**config.mk**
```make
export PLATFORM = sky130hd
export DESIGN_NAME = keyed_slot_table
export DESIGN_NICKNAME = d
export VERILOG_FILES = /design/src/rtl/core/kst_pkg.sv /design/src/rtl/core/keyed_slot_table.sv /design/src/rtl/core/kst_slot_mem.sv /design/src/rtl/core/kst_scan.sv
export SDC_FILE = /design/constraint.sdc
export NUM_CORES = 1
export LEC_CHECK = 0
export ABC_AREA = 1
export BUFFER_PORTS_ARGS = -buffer_cell sky130_fd_sc_hd__buf_4
export CAP_MARGIN = 10
export CORE_MARGIN = 3
export CORE_UTILIZATION = 45
export CTS_BUF_LIST = sky130_fd_sc_hd__clkbuf_2 sky130_fd_sc_hd__clkbuf_4 sky130_fd_sc_hd__clkbuf_8
export CTS_CLUSTER_DIAMETER = 150
export DETAILED_ROUTE_END_ITERATION = 7
export PLACE_DENSITY = 0.66
export SLEW_MARGIN = 40
export SYNTH_ARGS = -nofsm -noshare
export SYNTH_HDL_FRONTEND = slang
export SYNTH_SLANG_ARGS = --single-unit
export TNS_END_PERCENT = 50
```
**constraint.sdc**
```tcl
create_clock -name clock -period 4.3 [get_ports clock]
set_input_delay 0.86 -clock clock [delete_from_list [all_inputs] [get_ports clock]]
set_output_delay 0.86 -clock clock [all_outputs]
set_load 0.005 [all_outputs]
```
**src/rtl/core/kst_pkg.sv**
```systemverilog
`timescale 1ns / 1ps
// ----------------------------------------------------------------------------
// kst_pkg
// Shared sizes, codes and interface types of the keyed slot table.
// ----------------------------------------------------------------------------
package kst_pkg;

   localparam int SLOTS      = 16;
   localparam int CODE_BITS  = 16;
   localparam int DATA_BITS  = 32;
   localparam int SLOT_BITS  = $clog2(SLOTS);
   localparam int COUNT_BITS = $clog2(SLOTS + 1);
   localparam int REQ_BITS   = 2;
   localparam int STAT_BITS  = 2;

   typedef enum logic [REQ_BITS-1:0] {
      REQ_DEPOSIT = 2'd0,
      REQ_REMOVE  = 2'd1,
      REQ_VIEW    = 2'd2,
      REQ_EXTRACT = 2'd3
   } req_code_type;

   typedef enum logic [STAT_BITS-1:0] {
      STAT_OK    = 2'd0,
      STAT_MISS  = 2'd1,
      STAT_FULL  = 2'd2,
      STAT_EMPTY = 2'd3
   } status_type;

   typedef enum logic [2:0] {
      ST_IDLE = 3'b001,
      ST_SCAN = 3'b010,
      ST_RESP = 3'b100
   } state_type;

   typedef struct packed {
      logic [SLOT_BITS-1:0] rd_addr;
      logic                 wr_en;
      logic                 clr_en;
      logic [SLOT_BITS-1:0] wr_addr;
      logic [CODE_BITS-1:0] wr_code;
      logic [DATA_BITS-1:0] wr_data;
   } mem_cmd_type;

   typedef struct packed {
      logic                 valid;
      logic [CODE_BITS-1:0] code;
      logic [DATA_BITS-1:0] data;
   } mem_rd_type;

endpackage

```
**src/rtl/core/keyed_slot_table.sv**
```systemverilog
`timescale 1ns / 1ps
// ----------------------------------------------------------------------------
// keyed_slot_table
// Flow: a request on a full (deposit) or empty (other) table is answered
//   without a scan; otherwise the slots are scanned one per cycle through the
//   memory read port and compare unit up to the first hit or the last slot,
//   and the registered answer is held until it is transferred.
// Throughput: one request at a time, none taken until its answer transfers.
// Reset: all slots invalid, count zero; code and payload memory not cleared.
// ----------------------------------------------------------------------------
module keyed_slot_table
   import kst_pkg::*;
(
   input  logic                  clock,
   input  logic                  reset,
   input  logic                  req_valid,
   output logic                  req_ready,
   input  logic [REQ_BITS-1:0]   req_type,
   input  logic [CODE_BITS-1:0]  req_item_code,
   input  logic [DATA_BITS-1:0]  req_item_data,
   output logic                  rsp_valid,
   input  logic                  rsp_ready,
   output logic [STAT_BITS-1:0]  rsp_status,
   output logic [CODE_BITS-1:0]  rsp_out_code,
   output logic [DATA_BITS-1:0]  rsp_out_data,
   output logic [SLOT_BITS-1:0]  rsp_slot_index,
   output logic [COUNT_BITS-1:0] rsp_occupied,
   output logic                  rsp_is_empty,
   output logic                  rsp_is_full
);

   mem_cmd_type mem_cmd;
   mem_rd_type  mem_rd;

   kst_slot_mem u_slot_mem (
      .clock   (clock),
      .reset   (reset),
      .mem_cmd (mem_cmd),
      .mem_rd  (mem_rd)
   );

   kst_scan u_scan (
      .clock          (clock),
      .reset          (reset),
      .req_valid      (req_valid),
      .req_ready      (req_ready),
      .req_type       (req_type),
      .req_item_code  (req_item_code),
      .req_item_data  (req_item_data),
      .rsp_valid      (rsp_valid),
      .rsp_ready      (rsp_ready),
      .rsp_status     (rsp_status),
      .rsp_out_code   (rsp_out_code),
      .rsp_out_data   (rsp_out_data),
      .rsp_slot_index (rsp_slot_index),
      .rsp_occupied   (rsp_occupied),
      .rsp_is_empty   (rsp_is_empty),
      .rsp_is_full    (rsp_is_full),
      .mem_cmd        (mem_cmd),
      .mem_rd         (mem_rd)
   );

endmodule

```
**src/rtl/core/kst_slot_mem.sv**
```systemverilog
`timescale 1ns / 1ps
// ----------------------------------------------------------------------------
// kst_slot_mem
// Slot storage: valid flags in flip-flops, code and payload in a memory
// with one write port and one registered read port.
// ----------------------------------------------------------------------------
module kst_slot_mem
   import kst_pkg::*;
(
   input  logic        clock,
   input  logic        reset,
   input  mem_cmd_type mem_cmd,
   output mem_rd_type  mem_rd
);

   logic [SLOTS-1:0]     valid_ff;
   logic [SLOTS-1:0]     valid_in;
   logic [CODE_BITS-1:0] code_mem [SLOTS];
   logic [DATA_BITS-1:0] data_mem [SLOTS];
   logic                 rd_valid_ff;
   logic [CODE_BITS-1:0] rd_code_ff;
   logic [DATA_BITS-1:0] rd_data_ff;

   always_comb begin
      valid_in = valid_ff;
      if (mem_cmd.wr_en) begin
         valid_in[mem_cmd.wr_addr] = 1'b1;
      end else if (mem_cmd.clr_en) begin
         valid_in[mem_cmd.wr_addr] = 1'b0;
      end
   end

   always_ff @(posedge clock) begin
      if (reset) begin
         valid_ff <= '0;
      end else begin
         valid_ff <= valid_in;
      end
   end

   always_ff @(posedge clock) begin
      if (mem_cmd.wr_en) begin
         code_mem[mem_cmd.wr_addr] <= mem_cmd.wr_code;
         data_mem[mem_cmd.wr_addr] <= mem_cmd.wr_data;
      end
      rd_code_ff  <= code_mem[mem_cmd.rd_addr];
      rd_data_ff  <= data_mem[mem_cmd.rd_addr];
      rd_valid_ff <= valid_ff[mem_cmd.rd_addr];
   end

   assign mem_rd.valid = rd_valid_ff;
   assign mem_rd.code  = rd_code_ff;
   assign mem_rd.data  = rd_data_ff;

endmodule

```
**src/rtl/core/kst_scan.sv**
```systemverilog
`timescale 1ns / 1ps
// ----------------------------------------------------------------------------
// kst_scan
// Request sequencer: walks the slots one per cycle through a single
// compare unit, stops at the first hit, updates the table and the count,
// and holds the result until it is transferred.
// ----------------------------------------------------------------------------
module kst_scan
   import kst_pkg::*;
(
   input  logic                  clock,
   input  logic                  reset,
   input  logic                  req_valid,
   output logic                  req_ready,
   input  logic [REQ_BITS-1:0]   req_type,
   input  logic [CODE_BITS-1:0]  req_item_code,
   input  logic [DATA_BITS-1:0]  req_item_data,
   output logic                  rsp_valid,
   input  logic                  rsp_ready,
   output logic [STAT_BITS-1:0]  rsp_status,
   output logic [CODE_BITS-1:0]  rsp_out_code,
   output logic [DATA_BITS-1:0]  rsp_out_data,
   output logic [SLOT_BITS-1:0]  rsp_slot_index,
   output logic [COUNT_BITS-1:0] rsp_occupied,
   output logic                  rsp_is_empty,
   output logic                  rsp_is_full,
   output mem_cmd_type           mem_cmd,
   input  mem_rd_type            mem_rd
);

   state_type             state_ff, state_in;
   req_code_type          type_ff, type_in;
   logic [CODE_BITS-1:0]  key_ff, key_in;
   logic [DATA_BITS-1:0]  data_ff, data_in;
   logic [COUNT_BITS-1:0] count_ff, count_in;
   logic [COUNT_BITS-1:0] issue_ff, issue_in;
   logic                  chk_vld_ff, chk_vld_in;
   logic [SLOT_BITS-1:0]  chk_idx_ff, chk_idx_in;
   status_type            rsp_status_ff, rsp_status_in;
   logic [CODE_BITS-1:0]  rsp_code_ff, rsp_code_in;
   logic [DATA_BITS-1:0]  rsp_data_ff, rsp_data_in;
   logic [SLOT_BITS-1:0]  rsp_idx_ff, rsp_idx_in;
   logic [COUNT_BITS-1:0] rsp_occ_ff, rsp_occ_in;
   logic                  rsp_empty_ff, rsp_empty_in;
   logic                  rsp_full_ff, rsp_full_in;
   logic                  hit;
   logic                  last;
   logic                  issue_more;
   logic                  resp_load;

   always_comb begin
      case (type_ff)
         REQ_DEPOSIT: hit = !mem_rd.valid;
         REQ_EXTRACT: hit = mem_rd.valid;
         default:     hit = mem_rd.valid && (mem_rd.code == key_ff);
      endcase
   end

   assign last       = chk_idx_ff == SLOT_BITS'(SLOTS - 1);
   assign issue_more = issue_ff < COUNT_BITS'(SLOTS);

   always_comb begin
      state_in      = state_ff;
      type_in       = type_ff;
      key_in        = key_ff;
      data_in       = data_ff;
      count_in      = count_ff;
      issue_in      = issue_ff;
      chk_vld_in    = chk_vld_ff;
      chk_idx_in    = chk_idx_ff;
      rsp_status_in = rsp_status_ff;
      rsp_code_in   = rsp_code_ff;
      rsp_data_in   = rsp_data_ff;
      rsp_idx_in    = rsp_idx_ff;
      rsp_occ_in    = rsp_occ_ff;
      rsp_empty_in  = rsp_empty_ff;
      rsp_full_in   = rsp_full_ff;
      resp_load     = 1'b0;

      mem_cmd         = '0;
      mem_cmd.rd_addr = issue_ff[SLOT_BITS-1:0];
      mem_cmd.wr_addr = chk_idx_ff;
      mem_cmd.wr_code = key_ff;
      mem_cmd.wr_data = data_ff;

      case (state_ff)
         ST_IDLE: begin
            if (req_valid) begin
               type_in     = req_code_type'(req_type);
               key_in      = req_item_code;
               data_in     = req_item_data;
               issue_in    = '0;
               chk_vld_in  = 1'b0;
               rsp_code_in = '0;
               rsp_data_in = '0;
               rsp_idx_in  = '0;
               if (req_code_type'(req_type) == REQ_DEPOSIT &&
                   count_ff == COUNT_BITS'(SLOTS)) begin
                  rsp_status_in = STAT_FULL;
                  resp_load     = 1'b1;
                  state_in      = ST_RESP;
               end else if (req_code_type'(req_type) != REQ_DEPOSIT &&
                            count_ff == '0) begin
                  rsp_status_in = STAT_EMPTY;
                  resp_load     = 1'b1;
                  state_in      = ST_RESP;
               end else begin
                  state_in = ST_SCAN;
               end
            end
         end
         ST_SCAN: begin
            issue_in   = issue_more ? issue_ff + COUNT_BITS'(1) : issue_ff;
            chk_vld_in = issue_more;
            chk_idx_in = issue_ff[SLOT_BITS-1:0];
            if (chk_vld_ff && hit) begin
               rsp_status_in = STAT_OK;
               rsp_idx_in    = chk_idx_ff;
               resp_load     = 1'b1;
               state_in      = ST_RESP;
               case (type_ff)
                  REQ_DEPOSIT: begin
                     mem_cmd.wr_en = 1'b1;
                     count_in      = count_ff + COUNT_BITS'(1);
                  end
                  REQ_REMOVE: begin
                     mem_cmd.clr_en = 1'b1;
                     count_in       = count_ff - COUNT_BITS'(1);
                  end
                  REQ_VIEW: begin
                     rsp_code_in = mem_rd.code;
                     rsp_data_in = mem_rd.data;
                  end
                  default: begin
                     mem_cmd.clr_en = 1'b1;
                     count_in       = count_ff - COUNT_BITS'(1);
                     rsp_code_in    = mem_rd.code;
                     rsp_data_in    = mem_rd.data;
                  end
               endcase
            end else if (chk_vld_ff && last) begin
               resp_load = 1'b1;
               state_in  = ST_RESP;
               case (type_ff)
                  REQ_DEPOSIT: rsp_status_in = STAT_FULL;
                  REQ_EXTRACT: rsp_status_in = STAT_EMPTY;
                  default:     rsp_status_in = STAT_MISS;
               endcase
            end
         end
         ST_RESP: begin
            if (rsp_ready) begin
               state_in = ST_IDLE;
            end
         end
         default: begin
            state_in = ST_IDLE;
         end
      endcase

      if (resp_load) begin
         rsp_occ_in   = count_in;
         rsp_empty_in = count_in == '0;
         rsp_full_in  = count_in == COUNT_BITS'(SLOTS);
      end
   end

   always_ff @(posedge clock) begin
      if (reset) begin
         state_ff   <= ST_IDLE;
         count_ff   <= '0;
         chk_vld_ff <= 1'b0;
      end else begin
         state_ff   <= state_in;
         count_ff   <= count_in;
         chk_vld_ff <= chk_vld_in;
      end
   end

   always_ff @(posedge clock) begin
      type_ff       <= type_in;
      key_ff        <= key_in;
      data_ff       <= data_in;
      issue_ff      <= issue_in;
      chk_idx_ff    <= chk_idx_in;
      rsp_status_ff <= rsp_status_in;
      rsp_code_ff   <= rsp_code_in;
      rsp_data_ff   <= rsp_data_in;
      rsp_idx_ff    <= rsp_idx_in;
      rsp_occ_ff    <= rsp_occ_in;
      rsp_empty_ff  <= rsp_empty_in;
      rsp_full_ff   <= rsp_full_in;
   end

   assign req_ready      = state_ff == ST_IDLE;
   assign rsp_valid      = state_ff == ST_RESP;
   assign rsp_status     = rsp_status_ff;
   assign rsp_out_code   = rsp_code_ff;
   assign rsp_out_data   = rsp_data_ff;
   assign rsp_slot_index = rsp_idx_ff;
   assign rsp_occupied   = rsp_occ_ff;
   assign rsp_is_empty   = rsp_empty_ff;
   assign rsp_is_full    = rsp_full_ff;

   a_count_range: assert property (@(posedge clock) disable iff (reset)
      count_ff <= COUNT_BITS'(SLOTS))
      else $error("slot count exceeds table size");

   a_idx_on_error: assert property (@(posedge clock) disable iff (reset)
      (state_ff == ST_RESP && rsp_status_ff != STAT_OK) |-> rsp_idx_ff == '0)
      else $error("slot index nonzero on failed request");

   a_write_not_full: assert property (@(posedge clock) disable iff (reset)
      mem_cmd.wr_en |-> count_ff < COUNT_BITS'(SLOTS))
      else $error("deposit write into full table");

   a_clear_not_empty: assert property (@(posedge clock) disable iff (reset)
      mem_cmd.clr_en |-> count_ff != '0)
      else $error("slot clear on empty table");

   a_full_shortcut: assert property (@(posedge clock) disable iff (reset)
      (state_ff == ST_IDLE && req_valid && req_type == REQ_DEPOSIT &&
       count_ff == COUNT_BITS'(SLOTS))
      |=> (state_ff == ST_RESP && rsp_status_ff == STAT_FULL))
      else $error("deposit on full table not rejected");

endmodule

```
Yosys cells after proc, flatten, opt, wreduce, memory -nomap -nowiden
Memory sizes are Yosys's and may differ from the RTL's. A register that Yosys moved wholly into a read port is not among the register bits.
Index checks and enable logic that the tools add are counted.
Widths: inputs -> output; s select.
{"block": "op_classes", "add_sub_neg": 3, "order_cmp": 4, "eq_ne": 17, "mux": 52, "bitwise_logic": 3, "reduce_logical": 23}
{"cell": "$mux 32", "count": 3}
{"cell": "$mux 16", "count": 5}
{"cell": "$pmux 32 s2", "count": 1}
{"cell": "$pmux 16 s2", "count": 1}
{"cell": "$mux 5", "count": 4}
{"cell": "$pmux 5 s2", "count": 2}
{"cell": "$mux 3", "count": 6}
{"cell": "$and 16x16->16", "count": 1}
{"cell": "$eq 16x16->1", "count": 1}
{"cell": "$not 16->16", "count": 1}
{"cell": "$or 16x16->16", "count": 1}
{"cell": "$mux 2", "count": 7}
{"cell": "$mux 1", "count": 12}
{"cell": "$add 5x1->5 const B", "count": 2}
{"cell": "$eq 5x5->1 const B", "count": 2}
{"cell": "$logic_not 5->1", "count": 2}
{"cell": "$lt 4x5->1 const B", "count": 2}
{"cell": "$pmux 3 s3", "count": 1}
{"cell": "$reduce_and 3->1", "count": 3}
{"cell": "$mux 4", "count": 2}
{"cell": "$pmux 2 s2", "count": 2}
{"cell": "$pmux 4 s2", "count": 1}
{"cell": "$reduce_and 4->1", "count": 2}
{"cell": "$logic_and 1x1->1", "count": 6}
{"cell": "20 further kinds", "count": 32}
{"block": "totals", "register_bits": 146, "ram_bits": 768, "elab_cells": 121, "n_memories": 2}
{"name": "u_slot_mem.data_mem", "words": 16, "word_bits": 32, "rd": 1, "rd_clocked_by_memory_dff": 1, "wr": 1, "line": "kst_slot_mem.sv:19", "text": "logic [DATA_BITS-1:0] data_mem [SLOTS];"}
{"name": "u_slot_mem.code_mem", "words": 16, "word_bits": 16, "rd": 1, "rd_clocked_by_memory_dff": 1, "wr": 1, "line": "kst_slot_mem.sv:18", "text": "logic [CODE_BITS-1:0] code_mem [SLOTS];"}

Longest topological paths before layout
Gate-level depths: netlist (run 1).
{"block": "logic_depth", "word_depth": 8, "depth_mapped": 16, "ltp_nobuf": 16}

Hierarchy
From an unflattened synthesis (run 1), not the netlist that was laid out.
{"block": "unflattened", "hier_cells": 3745, "area_unflattened_um2": 40212.3}
{"module": "kst_slot_mem", "n_inst": 1, "cells_each": 3312, "area_each_um2": 34973.5, "seq_area_each_um2": 24363.4}
{"module": "kst_scan", "n_inst": 1, "cells_each": 433, "area_each_um2": 5238.8, "seq_area_each_um2": 3783.6}

Least setup slack after synthesis (run 1)
OpenSTA, ideal clock, no wires.
{"block": "synth_timing", "path_type": "reg2reg", "from": "register u_scan.type_ff[0]", "to": "memory u_slot_mem.code_mem[0][0], enable pin", "setup_time_ps": 455, "arrival_time_ps": 3670, "setup_slack_ps": 176, "stages_incl_launch_ff": 12, "path_buffers": 1, "cell_sequence": "edfxtp_1 inv_1 ha_1 inv_1 nor2_1 a211oi_1 nor2_2 nand3_4 nor2_4 buf_6 inv_1 nor2_1"}
{"block": "synth_via", "elab_chain_cells": 7}
{"item": "start, declared", "line": "kst_scan.sv:32", "text": "req_code_type type_ff, type_in;"}
{"item": "start signal, assigned", "line": "kst_scan.sv:181", "text": "type_ff <= type_in;"}
{"item": "$eq 2x2->1 or $logic_not 2->1 (tied branches)", "line": "kst_scan.sv:52, kst_scan.sv:121"}
{"item": "$pmux 1 s2", "line": "kst_scan.sv:52", "text": "case (type_ff)"}
{"item": "$logic_and 1x1->1", "line": "kst_scan.sv:116", "text": "if (chk_vld_ff && hit) begin"}
{"item": "$mux 2 *", "line": "kst_scan.sv:116"}
{"item": "$mux 2 *", "line": "kst_scan.sv:86", "text": "case (state_ff)"}
{"item": "$mux 1 *", "line": "kst_slot_mem.sv:42", "text": "if (mem_cmd.wr_en) begin"}
{"item": "$mux 1 (not written as such) *", "line": "kst_slot_mem.sv:43", "text": "code_mem[mem_cmd.wr_addr] <= mem_cmd.wr_code;"}
{"item": "end, declared", "line": "kst_slot_mem.sv:18"}
Every way passes the cells marked *; elsewhere a longest branch is shown, timed or not.

Final worst setup path (run 1)
{"block": "layout_timing", "from": "register u_scan.key_ff[2]", "to": "memory u_slot_mem.data_mem[4][0], enable pin"}
{"block": "layout_via", "elab_chain_cells": 8}
{"item": "start, declared", "line": "kst_scan.sv:33", "text": "logic [CODE_BITS-1:0] key_ff, key_in;"}
{"item": "start signal, assigned", "line": "kst_scan.sv:182", "text": "key_ff <= key_in;"}
{"item": "$eq 16x16->1", "line": "kst_scan.sv:55", "text": "default: hit = mem_rd.valid && (mem_rd.code == key_ff);"}
{"item": "$logic_and 1x1->1", "line": "kst_scan.sv:55"}
{"item": "$pmux 1 s2", "line": "kst_scan.sv:52"}
{"item": "$logic_and 1x1->1", "line": "kst_scan.sv:116"}
{"item": "$mux 2", "line": "kst_scan.sv:116"}
{"item": "$mux 2", "line": "kst_scan.sv:86"}
{"item": "$mux 1", "line": "kst_slot_mem.sv:42"}
{"item": "$mux 1 (not written as such)", "line": "kst_slot_mem.sv:44", "text": "data_mem[mem_cmd.wr_addr] <= mem_cmd.wr_data;"}
{"item": "end, declared", "line": "kst_slot_mem.sv:19"}
Every way passes these cells.

==> results of run 1 <==
-- area by class of cell --
type                            count  area [µm²]
Sequential cell                   962       28100
Inverter                          120         465
Timing Repair Buffer              166        1510
Tap cell                         1060        1330
Clock buffer                      239        2880
Clock inverter                     50         302
Fill cell                        6634       38600
Antenna cell                        1        2.50
Multi-Input combinational cell   1391        7450
-- Yosys cell counts --
library cell / n / area (µm²)
edfxtp_1: 888 / 26700
nor2_1: 521 / 1960
o21ai_0: 224 / 1120
nand2_1: 185 / 694
inv_1: 115 / 432
o32ai_1: 115 / 1010
clkbuf_1: 110 / 413
nand3_1: 105 / 526
mux2i_1: 81 / 811
o221ai_1: 81 / 709
dfxtp_1: 74 / 1480
buf_2: 35 / 175
a21oi_1: 25 / 125
o211ai_1: 18 / 135
buf_1: 9 / 33.8
ha_1: 8 / 100
nand4_1: 6 / 37.5
xnor2_1: 5 / 43.8
buf_4: 4 / 30.0
xor2_1: 4 / 35.0
inv_2: 3 / 11.3
clkinv_1: 2 / 7.51
nor3_1: 2 / 10.0
a211oi_1: 1 / 7.51
a21boi_0: 1 / 7.51
buf_6: 1 / 11.3
nand2_4: 1 / 11.3
nand3_4: 1 / 17.5
nand3b_1: 1 / 7.51
nor2_2: 1 / 6.26
nor2_4: 1 / 11.3
nor3_4: 1 / 16.3
nor4_1: 1 / 6.26
o21a_1: 1 / 7.51
o21bai_1: 1 / 7.51
-- state kept, by name, indices dropped and copies added, names as in the netlist, 3 cells and up, named ones only --
register and flops:
u_scan.count_ff 5, u_slot_mem.rd_code_ff 16, u_scan.rsp_out_code 16, u_scan.rsp_out_data 32
u_scan.state_ff 3, u_slot_mem.rd_data_ff 32, u_scan.issue_ff 5, u_scan.key_ff 16
u_scan.rsp_slot_index 4, u_scan.chk_idx_ff 4, u_slot_mem.code_mem 256, u_slot_mem.data_mem 512
u_scan.data_ff 32, u_scan.rsp_occupied 5
-- worst reg2reg max path: stages (launching register included) --
cell and delay, ps:
edfxtp_1 730, inv_1 90, nand2_1 70, nand2_1 40, nor2_1 110, nand3_1 110, nor2_1 100, nand2_1 130
nand2_4 150, nand3_4 110, nor2_4 360, inv_1 200, nor2_4 490, buf_12 360
-- layout by cell type (no fill, tap or decap), types with 3 or more instances in the layout --
master      Yosys  routed
ha_1            8       8
clkbuf_8        0     174
edfxtp_1      888     888
nand2_1       185     185
nor2_4          1       5
buf_6           1       5
dfxtp_1        74      74
xor2_1          4       4
nor2_1        521     517
nand4_1         6       6
clkinv_2        0       6
buf_4           4     142
inv_2           3      19
inv_8           0       3
inv_1         115      99
a21oi_1        25      25
clkinv_8        0       3
nand3_1       105     105
clkinvlp_4      0       3
xnor2_1         5       5
mux2i_1        81      81
inv_12          0       3
o21ai_0       224     224
o221ai_1       81      81
o211ai_1       18      18
clkinv_1        2      31
o32ai_1       115     115
clkbuf_4        0      65
buf_12          0      18
-- stage by stage --
stage / instances / power, W / setup WS, ps
global placement: 3697 / 0.0162 / 1020
detailed placement: 3698 / 0.0163 / 917
floorplan: 2632 / 0.0145 / 176
global route: 3989 / 0.0252 / 667
finish: 3989 / 0.0240 / 878
CTS: 3987 / 0.0242 / 843
-- logic make-up (layout without fill, tap and decap cells) --
logic type	count (synthesis)	in the layout	synth area share
other	0	1	0
AO/OA/AOI/OAI	467	467	0.0853
flip-flops	962	962	0.767
AND/OR/NAND/NOR	826	826	0.0900
adder cells (fa/ha/maj)	8	8	0.00273
multiplexers	81	81	0.0221
XOR/XNOR	9	9	0.00215
buffers and inverters	279	575	0.0304
-- worst paths after layout --
check                                  startpoint                   endpoint  slack [ps]
worst max-delay path             u_scan.key_ff[2]  u_slot_mem.data_mem[4][0]         880
worst min-delay path            req_item_data[15]         u_scan.data_ff[15]         230
worst max register to register   u_scan.key_ff[2]  u_slot_mem.data_mem[4][0]         880
worst min register to register  u_scan.chk_vld_ff          u_scan.chk_vld_ff         470
-- routing by layer --
layer	vias up	wire length (µm)
met1	11100	36900
met5	-	0
met2	920	42600
li1	10100	-
met3	163	6380
met4	0	2340
-- report_power, final --
| group | internal [W] | leakage (nW) | switching (W) |
|---|---|---|---|
| clock | 0.00431 | 1.69 | 0.00355 |
| sequential | 0.0111 | 8.68 | 0.000542 |
| combinational | 0.00149 | 4.13 | 0.00298 |
| total | 0.0169 | 14.5 | 0.00708 |
==> impl_metrics.csv, run 1 <==
group,metric,value,unit
critical_path,endpoint_kind,"register",
synth,ys_ff_latch,962,
floorplanning,start_util,0.455,
final_layout,post-route-util,0.522,
global_routing,grt_use_met3,0.0426,
critical_path,crit_chain,"inv_1, nand2_1, nand2_1, nor2_1, nand3_1, nor2_1, nand2_1, nand2_4, nand3_4, nor2_4, inv_1, nor2_4, buf_12",
global_routing,met2_usage,0.329,
sta,hold_violations,0,
floorplanning,core,0.0807,mm²
power,peakVddDrop,0.311,mV
critical_path,critical-path-top-delay-family,"simple AND/OR/NAND/NOR gates",
clock_network,clk_latency,810,ps
critical_path,cp.depth,13,
floorplanning,die-area,0.0850,mm²
clock_network,cts.clk_slew.worst_paths,60,ps
clock_network,cts_setup_buffers,0,
sta,timing.fmax,0.292,GHz
synth,avgSynthCellArea,13.9,µm²
route,via_count,22300,
clock_network,h-tree-depth,4,
sta,clock_skew,48.4,ps
global_routing,grt_pass1_vias,22300,
clock_network,clock-root-buffer,"clkbuf_8",
sta,relSlewSlack,0.415,
route,routed_wl,88200,µm
run_status,outcome,"finished clean",
global_routing,antenna_found_initial,1,
power,p_per_area,570,mW/mm²
route,drtPass1Iterations,5,
sta,hold_slack,228,ps
final_layout,drive_gt1_frac,0.155,
synth,yosys.cell_types.count,35,
job,drv_cap,0,
floorplanning,die_w,291,µm
clock_network,cts_sinks,962,
critical_path,cp_max_fo,36,
placement,hpwlAfterDp,47900,µm
floorplanning,rows,104,
clock_network,cts_buffer_depth,3,
final_layout,fin_area,0.0421,mm²
route,viasPerCell,5.59,
sta,min_period,3420,ps
min_path,min_path_type,"primary input to register",
route,drt_iter0_drc,2070,
critical_path,critPathSlowestCell,"edfxtp_1",
critical_path,reg2reg_depth,13,
global_routing,grt_usage,0.205,
clock_network,cts_buffers,155,
critical_path,max_stage_delay,730,ps
min_path,min_path_cells,1,
critical_path,crit_type,"register to register",
global_routing,gr-total-overflow,0,
sta,setup_viol,0,
global_routing,grt.busiest_layer,"met2",
clock_network,cts_hold_buf,0,
sta,drv_slew,0,
power,p_leak,14.5,nW
global_routing,grt_max_degree,187,
placement,gp_congestion,0.801,
synth,yosys_warnings,0,
placement,dpl_cell_area,0.0389,mm²
route,wire_per_inst,22.1,µm
route,drc,0,
floorplanning,design.portCount,117,
critical_path,critPathArrivalTime,3870,ps
critical_path,worstPathRequired,4750,ps
final_layout,fin_nets,2858,
clock_network,cts_tree,"yes",
final_layout,area_growth,14.8,%
floorplanning,dieHeight,291,µm
synth,syn-num-nets,2694,
synth,postSynthCellCount,2632,
route,ant_nets,0,
global_routing,grt.met1_usage,0.277,
sta,grt_setup_unrepaired,"no",
placement,port_buffers,116,
critical_path,crit_top_cell,"nand2_1",
clock_network,cts_resized,0,
global_routing,grt_first_pass_wirelength,133000,µm
synth,syn_area,0.0367,mm²
synth,ys_seq_area_frac,0.767,
critical_path,critPathBufInv,3,
critical_path,crit_path_start_kind,"register",
sta,finalCritPeriodShare,0.796,
sta,tightest_slew,877,ps
sta,tns,0,ps
Note: power is estimated with default switching activity, not from simulation.
==> run 2: changes to the inputs <==
==> constraint.sdc (replaced) <==
create_clock -name clock -period 3.1 [get_ports clock]
set_input_delay 0.62 -clock clock [delete_from_list [all_inputs] [get_ports clock]]
set_output_delay 0.62 -clock clock [all_outputs]
set_load 0.005 [all_outputs]
==> run 2 against run 1 <==
- setup slack got worse by 570 ps
- cell count increased by 1.9%
- clock skew decreased by 6.6 ps
- power increased by 42%
- global-route usage increased by 0.57 points
- critical path depth decreased by 1
- routed wire length increased by 2.4%
- sequential cell count unchanged
==> impl_metrics.csv, run 2 (synthesized netlist as in run 1, its figures left out) <==
group,metric,value,unit
run_status,outcome,"finished clean",
final_layout,post-route-util,0.534,
critical_path,crit_type,"register to register",
sta,grt_setup_unrepaired,"no",
power,clkPwrFrac,0.330,
power,power_frac_seq,0.470,
final_layout,top_regs,"u_slot_mem.data_mem (512), u_slot_mem.code_mem (256)",
sta,clock_skew,41.8,ps
floorplanning,rows,104,
clock_network,cts_buffer_depth,3,
sta,tightest_slew,780,ps
final_layout,filler_cell_count,6571,
sta,finalCritPeriodShare,0.900,
final_layout,largest-register,"u_slot_mem.data_mem",
critical_path,r2r_slack,310,ps
critical_path,critPathArrivalTime,3260,ps
critical_path,worstPathRequired,3570,ps
critical_path,endpoint_kind,"register",
final_layout,final_cell_mix,"edfxtp_1 (888), nor2_1 (517), o21ai_0 (224)",
placement,dpl_cell_area,0.0393,mm²
final_layout,largest_reg_flops,512,
global_routing,grt_max_degree,133,
route,wire_per_inst,22.2,µm
global_routing,grt_pass1_vias,22300,
floorplanning,design.portCount,117,
power,p_int,0.0239,W
placement,hpwlAfterDp,54800,µm
critical_path,rr_startpoint,"u_scan.key_ff[5]",
sta,hold_violations,0,
clock_network,cts_sinks,962,
route,drc,0,
power,peakVddDrop,0.533,mV
power,p_leak,14.9,nW
global_routing,gr-total-overflow,0,
power,p_per_area,791,mW/mm²
sta,timing.fmax,0.358,GHz
critical_path,crit_end,"u_slot_mem.data_mem[6][13]",
placement,gp_congestion,0.823,
min_path,min_path_type,"primary input to register",
power,p_sw_frac,0.297,
job,drv_cap,0,
final_layout,drive_gt1_frac,0.163,
sta,min_period,2790,ps
min_path,min_path_cells,4,
clock_network,cts.clk_slew.worst_paths,60,ps
clock_network,h-tree-depth,4,
sta,drv_slew,0,
clock_network,cts_setup_buffers,0,
final_layout,fin_area,0.0430,mm²
critical_path,worstReg2RegEnd,"u_slot_mem.data_mem[6][13]",
power,power_frac_comb,0.200,
route,ant_nets,0,
floorplanning,dieHeight,291,µm
route,drt_iter0_drc,2958,
clock_network,clk_latency,810,ps
floorplanning,start_util,0.455,
floorplanning,die_w,291,µm
route,viasPerCell,5.58,
route,drtPass1Iterations,6,
floorplanning,core,0.0807,mm²
final_layout,final_common_cell,"edfxtp_1",
global_routing,antenna_found_initial,3,
clock_network,cts_buffers,154,
critical_path,cp_max_fo,22,
critical_path,reg2reg_depth,12,
global_routing,grt_first_pass_wirelength,137000,µm
final_layout,area_growth,17.4,%
critical_path,crit_path_start_kind,"register",
clock_network,clock-root-buffer,"clkbuf_8",
floorplanning,die-area,0.0850,mm²
sta,setup_viol,0,
critical_path,critPathLaunch,"u_scan.key_ff[5]",
placement,port_buffers,116,
power,power_switching,0.0101,W
clock_network,cts_tree,"yes",
route,via_count,22700,
global_routing,grt_usage,0.211,
sta,relSlewSlack,0.479,
route,routed_wl,90300,µm
final_layout,fin_nets,2937,
[run 2: routing by layer]
layer,vias to the layer above,routed length [µm],track usage
met2,909,43600,0.339
met1,11400,38400,0.292
met4,0,1930,0.0637
met3,137,6370,0.0414
li1,10300,-,-
met5,-,0,0
[run 2: power by group through the flow]
stage / Clock [W] / Sequential [W] / Combinational, W
2_1_floorplan: 0 / 0.0161 / 0.00403
3_3_place_gp: 0 / 0.0162 / 0.00665
3_5_place_dp: 0 / 0.0163 / 0.00679
4_1_cts: 0.0115 / 0.0160 / 0.00687
5_1_grt: 0.0121 / 0.0161 / 0.00745
6_report: 0.0112 / 0.0160 / 0.00682
[run 2: area by class of cell]
cell class	instances	area (µm²)	share of cell area
Antenna cell	1	2.50	0.0000581
Sequential cell	962	28100	0.654
Inverter	120	460	0.0107
Clock buffer	229	2830	0.0657
Clock inverter	55	433	0.0101
Timing Repair Buffer	246	2400	0.0557
Multi-Input combinational cell	1391	7450	0.173
Tap cell	1060	1330	0.0308
[run 2: what timing repair did]
action                    in CTS  in global routing
hold buffers                  50                  0
gates resized for setup        0                  0
hold endpoints to repair      50                  0
[run 2: worst max-delay path, cell delays in order, from the launching register on]
cell	delay, ps
edfxtp_1	420
nand2_1	150
o21ai_0	100
inv_1	60
nand3_1	130
nor2_1	110
nand2_1	150
nand2_4	170
nand3_4	110
nor2_4	360
nand3_1	200
inv_2	270
buf_12	220
[run 2: how the worst min path moves through the flow]
| stage | start | endpoint | slack (ps) |
|---|---|---|---|
| finish | req_valid | u_scan.state_ff[0] | 200 |
| global placement | u_scan.chk_vld_ff | u_scan.chk_vld_ff | 460 |
| detailed placement | register | register | 470 |
| global route | reset | u_scan.count_ff[3] | 170 |
| floorplan | u_scan.issue_ff[2] | u_scan.chk_idx_ff[2] | 420 |
| CTS | req_valid | u_scan.state_ff[0] | 110 |
[run 2: stage by stage]
step / setup slack (ps) / total power (W) / hold slack [ps] / setup TNS [ps] / std cells
3_3_place_gp: 391 / 0.0229 / 456 / 0 / 3728
2_1_floorplan: -210 / 0.0201 / 424 / -27020 / 2632
3_5_place_dp: 351 / 0.0231 / 466 / 0 / 3729
6_report: 309 / 0.0341 / 195 / 0 / 4064
4_1_cts: 291 / 0.0344 / 109 / 0 / 4063
5_1_grt: 120 / 0.0357 / 166 / 0 / 4064
==> run 3: changes to the inputs <==
--- a/config.mk
+++ b/config.mk
@@ -9,11 +9,11 @@
 export BUFFER_PORTS_ARGS = -buffer_cell sky130_fd_sc_hd__buf_4
 export CAP_MARGIN = 10
 export CORE_MARGIN = 3
-export CORE_UTILIZATION = 45
+export CORE_UTILIZATION = 55
 export CTS_BUF_LIST = sky130_fd_sc_hd__clkbuf_2 sky130_fd_sc_hd__clkbuf_4 sky130_fd_sc_hd__clkbuf_8
 export CTS_CLUSTER_DIAMETER = 150
 export DETAILED_ROUTE_END_ITERATION = 7
-export PLACE_DENSITY = 0.66
+export PLACE_DENSITY = 0.78
 export SLEW_MARGIN = 40
 export SYNTH_ARGS = -nofsm -noshare
 export SYNTH_HDL_FRONTEND = slang
==> run 3 against run 2 <==
- utilization grew 12 points
- largest power group unchanged
- first-iteration DRC count is the same
- die area shrank 18%
- sequential power is essentially flat
- power shrank 1.3%
- register-to-register slack lost 110 ps
- combinational power grew 2%
- fmax shrank 3.8%
- sequential cell count is the same
==> impl_metrics.csv, run 3 (synthesized netlist as in run 1, its figures left out) <==
group,metric,value,unit
run_status,outcome,"finished clean",
final_layout,largest_reg_flops,512,
critical_path,cp_max_fo,22,
global_routing,grt_max_degree,113,
global_routing,grt_first_pass_wirelength,136000,µm
floorplanning,design.portCount,117,
job,drv_cap,0,
critical_path,crit_type,"register to register",
final_layout,diodes,0,
sta,tightest_slew,836,ps
sta,clock_skew,35.8,ps
sta,min_period,2900,ps
clock_network,clock-root-buffer,"clkbuf_8",
global_routing,antenna_found_initial,1,
floorplanning,die_w,264,µm
clock_network,cts_buffer_depth,3,
critical_path,endpoint_kind,"register",
floorplanning,rows,94,
final_layout,top_regs,"u_slot_mem.data_mem (512), u_slot_mem.code_mem (256)",
placement,port_buffers,116,
floorplanning,start_util,0.557,
clock_network,cts.clk_slew.worst_paths,60,ps
placement,hpwlAfterDp,53900,µm
route,routed_wl,89600,µm
final_layout,area_growth,16.7,%
sta,hold_violations,0,
sta,relSlewSlack,0.440,
power,power_frac_seq,0.477,
global_routing,met2_usage,0.405,
clock_network,cts_buffers,150,
final_layout,multi_input_area,0.00746,mm²
clock_network,cts_sinks,962,
sta,finalCritPeriodShare,0.936,
route,viasPerCell,6.06,
placement,post-place-ws,225,ps
sta,drv_slew,0,
clock_network,h-tree-depth,4,
global_routing,grt.met1_usage,0.345,
final_layout,final_cells,3879,
critical_path,worstPathRequired,3550,ps
power,clkPwrFrac,0.316,
final_layout,filler_cell_count,4462,
power,power_frac_comb,0.207,
route,drtPass1Iterations,6,
floorplanning,die-area,0.0698,mm²
power,p_per_area,785,mW/mm²
clock_network,cts_setup_buffers,0,
sta,grt_setup_unrepaired,"no",
sta,setup_slack,200,ps
final_layout,final_common_cell,"edfxtp_1",
final_layout,area.sequential,0.0281,mm²
global_routing,grt_usage,0.256,
route,wire_per_inst,23.1,µm
floorplanning,dieHeight,264,µm
route,drt_iter0_drc,2958,
final_layout,drive_gt1_frac,0.164,
power,power_switching,0.0102,W
placement,gp_congestion,0.853,
route,ant_nets,0,
final_layout,post-route-util,0.650,
power,peakVddDrop,0.458,mV
power,p_int,0.0234,W
critical_path,critPathArrivalTime,3350,ps
critical_path,crit_path_start_kind,"register",
global_routing,grt_pass1_vias,23300,
route,drc,0,
sta,setup_viol,0,
final_layout,largest-register,"u_slot_mem.data_mem",
placement,place_inst,3554,
sta,timing.fmax,0.345,GHz
global_routing,grt_use_met3,0.0574,
floorplanning,core,0.0659,mm²
global_routing,gr-total-overflow,0,
route,via_count,23500,
power,p_sw_frac,0.303,
final_layout,fin_nets,2954,
final_layout,final_cell_mix,"edfxtp_1 (888), nor2_1 (516), o21ai_0 (224)",
global_routing,grt.busiest_layer,"met2",
power,p_leak,14.9,nW
min_path,min_path_type,"primary input to register",
clock_network,clk_latency,810,ps
clock_network,cts_tree,"yes",
-- run 3: changes by cell type in the layout (fill, tap and decap cells not counted), moves of 2 or more --
cell        before  now
inv_8            5    2
clkinv_8         0    6
clkinvlp_4       5    3
clkbuf_8       177  164
clkinv_1        22   29
buf_4          162  176
bufinv_16        5    1
buf_12          32   39
-- run 3: path summary, 6_finish.rpt --
check                     from  depth (start not counted)  slack (ps)                     endpoint
max reg2reg  u_scan.key_ff[13]                         12         200  u_slot_mem.data_mem[14][22]
min                  req_valid                          4         180           u_scan.state_ff[0]
max          u_scan.key_ff[13]                         12         200  u_slot_mem.data_mem[14][22]
min reg2reg           register                          2         470                     register
-- run 3: final cells by class --
class | instances | share of cell area
sequential | 962 | 0.657
multi-input combinational | 1391 | 0.174
tap | 864 | 0.0252
timing repair buffer | 267 | 0.0614
clock inverter | 58 | 0.00912
inverter | 120 | 0.0107
clock buffer | 217 | 0.0620
-- run 3: per-stage QoR --
step	power [W]	hold slack, ps	cell area (µm²)	setup TNS (ps)
after floorplan	0.0201	424	36700	-27020
after global placement	0.0229	455	39200	0
after detailed placement	0.0231	463	39300	0
after CTS	0.0337	122	42800	0
after global routing	0.0350	131	42800	0
final	0.0336	177	42800	0
-- run 3: power groups by stage --
stage | registers [W] | logic, W | clock network, W
6_report | 0.0160 | 0.00697 | 0.0106
5_1_grt | 0.0161 | 0.00752 | 0.0114
4_1_cts | 0.0160 | 0.00691 | 0.0107
3_5_place_dp | 0.0163 | 0.00681 | 0
3_3_place_gp | 0.0163 | 0.00656 | 0
2_1_floorplan | 0.0161 | 0.00403 | 0
-- run 3: repair_timing --
action | 4_1_cts | 5_1_grt
hold endpoints to repair | 50 | 0
hold buffers | 50 | 0
resized for setup | 0 | 0
-- run 3: critical path, cell delays in order (launching register included) --
cell	delay, ps
edfxtp_1	490
nand2_1	150
o21ai_0	90
inv_1	60
nand3_1	60
nor2_1	120
nand2_1	180
nand2_4	180
nand3_4	110
nor2_4	400
nand3_1	200
inv_2	130
buf_4	370
-- run 3: metal layers --
layer / share of wire / vias up
met4: 0.039 / 0
met2: 0.48 / 1498
met3: 0.10 / 214
met5: 0 / -
li1: - / 10300
met1: 0.38 / 11500
